<file path="config.mk">
export PLATFORM = sky130hd
export DESIGN_NAME = bxt_level
export DESIGN_NICKNAME = d
export VERILOG_FILES = /design/src/rtl/bxt_pkg.sv /design/src/rtl/bxt_level.sv
export SDC_FILE = /design/constraint.sdc
export NUM_CORES = 1
export LEC_CHECK = 0
export ABC_AREA = 1
export BUFFER_PORTS_ARGS = -buffer_cell sky130_fd_sc_hd__buf_2
export CORE_MARGIN = 3
export CORE_UTILIZATION = 50
export DETAILED_ROUTE_END_ITERATION = 16
export PLACE_DENSITY = 0.91
export SETUP_SLACK_MARGIN = 0.05
export SLEW_MARGIN = 20
export SYNTH_ARGS = -nofsm -noshare
export SYNTH_HDL_FRONTEND = slang
export SYNTH_SLANG_ARGS = --single-unit
</file>
<file path="constraint.sdc">
create_clock -name vclk -period 2.7
set_clock_uncertainty 0.15 [all_clocks]
set_input_delay 0 -clock vclk [all_inputs]
set_output_delay 0 -clock vclk [all_outputs]
set_load 0.02 [all_outputs]
</file>
<file path="src/rtl/bxt_pkg.sv">
// shared constants, codes and control types of the binary trie max-xor multiset
`default_nettype none
package bxt_pkg;

  localparam int KEY_W         = 30;
  localparam int TDATA_W       = ((KEY_W + 7) / 8) * 8;
  localparam int COUNT_W       = 21;
  localparam int KEY_BITS_DEF  = 30;
  localparam int NODE_POOL_DEF = 1048576;

  localparam logic [COUNT_W-1:0] COUNT_MAX = '1;

  typedef enum logic [1:0] {
    ACT_INSERT = 2'd0,
    ACT_REMOVE = 2'd1,
    ACT_QUERY  = 2'd2
  } action_t;

  typedef enum logic [1:0] {
    ST_OK    = 2'd0,
    ST_EMPTY = 2'd1,
    ST_FULL  = 2'd2
  } status_t;

  // per-level decisions handed from the node update logic to the walker
  typedef struct packed {
    logic wr;
    logic alloc;
    logic stop;
    logic acc_bit;
  } step_ctl_t;

endpackage
`default_nettype wire

</file>
<file path="src/rtl/bxt_level.sv">
// one trie level: edge count update, child allocation and branch choice
`default_nettype none
module bxt_level #(
  parameter int NODE_W = 20
) (
  input  wire bxt_pkg::action_t                       action,
  input  wire logic                                   key_bit,
  input  wire logic [NODE_W-1:0]                      next_free,
  input  wire logic [2*bxt_pkg::COUNT_W+2*NODE_W-1:0] cur_entry,
  output logic      [2*bxt_pkg::COUNT_W+2*NODE_W-1:0] new_entry,
  output logic      [NODE_W-1:0]                      next_node,
  output bxt_pkg::step_ctl_t                          ctl
);
  import bxt_pkg::*;

  logic [NODE_W-1:0]  link0, link1, link_b, link_o, link_b_new;
  logic [COUNT_W-1:0] cnt0, cnt1, cnt_b, cnt_o, cnt_b_new;

  assign {cnt1, cnt0, link1, link0} = cur_entry;
  assign link_b = key_bit ? link1 : link0;
  assign link_o = key_bit ? link0 : link1;
  assign cnt_b  = key_bit ? cnt1 : cnt0;
  assign cnt_o  = key_bit ? cnt0 : cnt1;

  always_comb begin
    cnt_b_new  = cnt_b;
    link_b_new = link_b;
    next_node  = link_b;
    ctl        = '0;
    unique case (action)
      ACT_INSERT: begin
        ctl.wr = 1'b1;
        if (cnt_b != COUNT_MAX) begin
          cnt_b_new = cnt_b + 1'b1;
        end
        if (link_b == '0) begin
          ctl.alloc  = 1'b1;
          link_b_new = next_free;
          next_node  = next_free;
        end
      end
      ACT_REMOVE: begin
        ctl.wr = 1'b1;
        if (cnt_b != '0) begin
          cnt_b_new = cnt_b - 1'b1;
        end
        ctl.stop = (link_b == '0);
      end
      ACT_QUERY: begin
        // take the opposite edge when it still leads to a stored key
        if (cnt_o != '0) begin
          ctl.acc_bit = 1'b1;
          next_node   = link_o;
        end
        ctl.stop = (next_node == '0);
      end
      default: begin
        ctl.stop = 1'b1;
      end
    endcase
  end

  assign new_entry = key_bit ? {cnt_b_new, cnt0, link_b_new, link0}
                             : {cnt1, cnt_b_new, link1, link_b_new};

endmodule
`default_nettype wire

</file>
==> results of run 1 <==
stage by stage:
stage | hold slack [ps] | instance area [um^2] | worst slack [ps] | instances | power [mW]
4_1_cts | 187 | 5660 | 214 | 1262 | 1.14
2_1_floorplan | 36.5 | 4550 | 378 | 968 | 0.754
6_report | 188 | 5670 | 218 | 1262 | 1.16
5_1_grt | 211 | 5670 | 66.2 | 1262 | 1.26
3_5_place_dp | 187 | 5660 | 221 | 1262 | 1.13
3_3_place_gp | 183 | 5660 | 226 | 1262 | 1.12
area by class of cell:
class,count,area [um^2],area share [%]
inverter,95,359,6.33
multi-input combinational,826,3900,68.8
tap,108,135,2.38
timing repair buffer,233,1280,22.5
layer usage:
layer	track usage [%]	up-vias	share of wire [%]	routed length, um
met5	0	-	0	0
met3	4.89	66	13	2320
met1	43.7	3008	39	7100
met2	55.5	513	45	8280
li1	-	3460	-	-
met4	10.2	0	3.6	655
repair_timing:
action	in CTS	in global routing
hold buffers	0	0
buffers inserted	0	0
setup endpoints to repair	0	25
gates resized for setup	0	5
worst max-delay path, stage by stage:
cell and delay, ps:
buf_6 150, nand2_1 120, o21ai_4 110, inv_2 80, ha_1 240, nand2_1 100, nor2_1 190, inv_1 110
nor2_2 180, nand4_4 290, nand2_1 160, nand2_1 80, o211ai_1 160, nand2_1 120, nand2_1 70, buf_2 160
cells in the final DEF (no fill, tap or decap), types with 5 or more instances in the layout:
cell type,synthesis,routed
o21ai_2,18,18
o21ai_4,5,5
nand2_1,494,494
and2_1,5,5
buf_4,3,18
xor2_1,10,10
inv_2,7,7
nor2_1,69,67
inv_1,87,87
nor2_2,8,9
o21ai_0,42,40
buf_2,9,210
o21ai_1,9,11
o211ai_1,22,22
nand2_2,12,12
nand3_1,46,46
o211ai_2,5,5
nand4_1,45,45
worst min path at each step:
| stage | startpoint | end | slack (ps) | depth (start not counted) |
|---|---|---|---|---|
| global route | cur_entry[37] | new_entry[37] | 210 | 4 |
| detailed placement | cur_entry[18] | new_entry[18] | 190 | 4 |
| global placement | cur_entry[36] | new_entry[36] | 180 | 4 |
| floorplan | cur_entry[63] | new_entry[63] | 40 | 2 |
| finish | cur_entry[32] | new_entry[32] | 190 | 4 |
| CTS | cur_entry[18] | new_entry[18] | 190 | 4 |
report_power, final:
group	leakage (nW)	switching [mW]	internal, mW
Sequential	0	0	0
Clock	0	0	0
Combinational	3.33	0.780	0.377
kinds of logic after synthesis:
logic type,count (synthesis),share of synthesized area (%)
and+or+nand+nor,700,65.1
buffers and inverters,142,14.5
AOI/OAI and AO/OA,113,17.8
xor gates and xnor gates,11,2.12
adders and majority gates,2,0.550
==> results.json, run 1 <==
{
  "cp-start-kind": "input pin",
  "drtPass1Iterations": 7,
  "antenna_found_initial": 0,
  "area_delta_synth_final_pct": 24.7,
  "finalSetupTns_ps": 0,
  "drive_gt1_share_pct": 26.2,
  "required_ps": 2550,
  "drt_wl_total_um": 18400,
  "seqCellArea_um2": 0,
  "critPathArrivalTime_ps": 2330,
  "drc": 0,
  "io_buffers": 211,
  "irDropWorstVdd_mv": 0.147,
  "syn_nets": 1075,
  "startpoint": "key_bit",
  "rsz0062_at_grt": "no",
  "num_rows": 34,
  "yosys.area.top_type": "nand2_1",
  "grt_pass1_vias": 6074,
  "die_w_um": 101,
  "via_per_inst": 5.58,
  "status": "finished clean",
  "slew_headroom_pct": 50.3,
  "synthTopCellsByCount": "nand2_1, inv_1, nor2_1, nand3_1, nand4_1",
  "end_kind": "output port",
  "yosys.area.top_type_share_pct": 40.7,
  "cp-endpoint": "new_entry[53]",
  "p_per_area_mw_per_mm2": 204,
  "dieArea_mm2": 0.0103,
  "ys_top_cells_by_area": "nand2_1, inv_1, nand4_1",
  "num_vias": 7047,
  "ant_nets": 0,
  "timing.final.crit_share_pct": 91.9,
  "tightestPinTransition_ps": 744,
  "ys_warn_count": 0,
  "fp.dieH_um": 101,
  "fill_cells": 916,
  "diodes": 0,
  "yosysMostFrequentCell": "nand2_1",
  "synth_area_per_cell_um2": 4.70,
  "syn_inst": 968,
  "drtIter0Drc": 727,
  "initial_utilization_pct": 51.9,
  "setup_viol": 0,
  "netlist_area_mm2": 0.00455,
  "hold_violations": 0,
  "track_usage_pct": 33.2,
  "gp_congestion": 1.04,
  "final.clkbuf_count": 0,
  "design.seq.count": 0,
  "final_core_util_pct": 64.7,
  "io_pins": 211,
  "hpwl_um": 14900,
  "synth_cell_types": 42,
  "yosysSeqAreaShare_pct": 0,
  "drv_slew": 0,
  "timing.final.crit_period_ps": 2480,
  "grt-ovfl-total": 0,
  "hold_class": "input pin to output port",
  "cp_max_fo": 20,
  "wl_per_cell_um": 14.5,
  "p_leak_nw": 3.33,
  "grt_max_degree": 76,
  "layout.nets": 1263,
  "max_freq_mhz": 403,
  "core_mm2": 0.00876,
  "grt_first_pass_wirelength_um": 28500,
  "drv_cap": 0,
  "crit_type": "input pin to output port"
}
Power figures use the tool's default switching activity.
==> run 2: changes to the inputs <==
clock period = 2.4 ns   (was 2.7 ns; I/O delays follow)
==> run 2 against run 1 <==
Combinational power is 24% higher. Cell count is 4.4% higher. First-iteration DRC count is 47% higher. Hold slack worse by 13 ps. Total power is 25% higher. Die area stayed put. Critical endpoint is now ctl[1].
==> results.json, run 2 (synthesis results as in run 1) <==
{
  "status": "finished clean",
  "holdPathEnd": "new_entry[36]",
  "cp_max_fo": 32,
  "critPathArrivalTime_ps": 2220,
  "postCtsHoldBufs": 0,
  "wl_per_cell_um": 15.6,
  "drtPass1Iterations": 6,
  "ant_nets": 0,
  "hpwl_um": 16000,
  "antenna_found_initial": 0,
  "fp.dieH_um": 101,
  "rsz0062_at_grt": "yes",
  "dieArea_mm2": 0.0103,
  "stdcell_count": 1318,
  "place_inst": 1311,
  "worstHoldStart": "cur_entry[36]",
  "io_buffers": 211,
  "seqCellArea_um2": 0,
  "tightestPinTransition_ps": 436,
  "timing.final.crit_period_ps": 2370,
  "drt_wl_total_um": 20600,
  "hold_path_depth": 4,
  "hold_violations": 0,
  "die_w_um": 101,
  "grt-busiest-layer": "met2",
  "grt_use_met1_pct": 44.1,
  "hold_class": "input pin to output port",
  "end_kind": "output port",
  "crit_slowest_cell": "nor2_4",
  "area_delta_synth_final_pct": 37.2,
  "grtUsageMet3_pct": 4.68,
  "drive_gt1_share_pct": 31.0,
  "cp-start-kind": "input pin",
  "p_per_area_mw_per_mm2": 231,
  "cpMostUsedCell": "nand2_1",
  "worst_path_largest_cell_delay_ps": 250,
  "grt_first_pass_wirelength_um": 29900,
  "timing.final.crit_share_pct": 98.9,
  "drv_cap": 0,
  "initial_utilization_pct": 51.9,
  "grt_util_met2_pct": 59.1,
  "p_leak_nw": 3.62,
  "grt_max_degree": 54,
  "core_mm2": 0.00876,
  "slew_headroom_pct": 70.9,
  "num_vias": 7765,
  "crit_type": "input pin to output port",
  "required_ps": 2250,
  "io_pins": 211,
  "grt-ovfl-total": 0,
  "mostFrequentLayoutCells": "nand2_1, buf_2, inv_1",
  "drtIter0Drc": 1069,
  "final.clkbuf_count": 0,
  "via_per_inst": 5.89,
  "track_usage_pct": 34.9,
  "grt_pass1_vias": 6490,
  "gp_congestion": 1.06,
  "finalPower_mw": 1.44,
  "drv_slew": 0,
  "design.seq.count": 0,
  "setup_viol": 0,
  "drc": 0,
  "num_rows": 34,
  "layout.nets": 1319,
  "max_freq_mhz": 421,
  "irDropWorstVdd_mv": 0.150,
  "diodes": 0,
  "final_common_cell": "nand2_1",
  "cp_cell_sequence": "buf_6 -> buf_12 -> buf_12 -> nand2_1 -> nand2_1 -> nor2_2 -> nand2_2 -> nor2_4 -> nand3_2 -> nand2_1 -> nand2_1 -> nor2_1 -> nand2_1 -> nor2_1 -> nand3_1 -> nand2_1 -> buf_2"
}
## run 2: cell count changes in the layout (fill, tap and decap cells not counted), sizes merged
cell / change
clkinv: +1
inv: -1
nand3: +2
buf: +54
## run 2: timing repair
action / 4_1_cts / 5_1_grt
gates cloned: 0 / 2
gates resized for setup: 2 / 33
endpoints found under the hold margin: 0 / 0
pin swaps: 0 / 10
endpoints found under the setup margin: 4 / 76
buffers inserted: 0 / 5
## run 2: how the worst max path moves through the flow
stage	cells past startpoint	from	to	slack, ps
2_1_floorplan	18	key_bit	new_entry[69]	80
3_3_place_gp	19	key_bit	new_entry[41]	80
3_5_place_dp	15	key_bit	new_entry[1]	40
4_1_cts	19	key_bit	new_entry[41]	90
5_1_grt	17	key_bit	ctl[1]	-70
6_report	17	key_bit	ctl[1]	30
## run 2: worst max-delay path: cells and delay by family
kind / cells / cell delay (ps)
and+or+nand+nor: 13 / 1620
buffers and inverters: 4 / 600
## run 2: per-layer routing
layer  routed length [um]  vias up  share of wire, %
met3                 2790      170                14
met4                 1270        0               6.2
met5                    0        -                 0
met2                 9180      695                45
li1                     -     3593                 -
met1                 7310     3307                36
## run 2: cell type report
type | count | area, um^2
Multi-Input combinational cell | 828 | 3990
Timing Repair Buffer | 287 | 1750
Tap cell | 108 | 135
Fill cell | 735 | 2520
Inverter | 95 | 364
## run 2: through the flow
stage	setup slack (ps)	utilization [%]	cell area, um^2	hold WS [ps]	TNS (ps)
5_1_grt	-74.8	71.3	6240	223	-185
3_3_place_gp	80.4	69.4	6080	178	0
6_report	26.7	71.3	6240	175	0
2_1_floorplan	77.5	-	4550	36.5	0
4_1_cts	91.1	69.4	6080	187	0
3_5_place_dp	40.1	69.4	6080	188	0
## run 2: where the power goes
part | switching (mW) | leakage (nW) | total, mW | internal [mW]
combinational | 0.942 | 3.62 | 1.44 | 0.502
clock | 0 | 0 | 0 | 0
sequential | 0 | 0 | 0 | 0
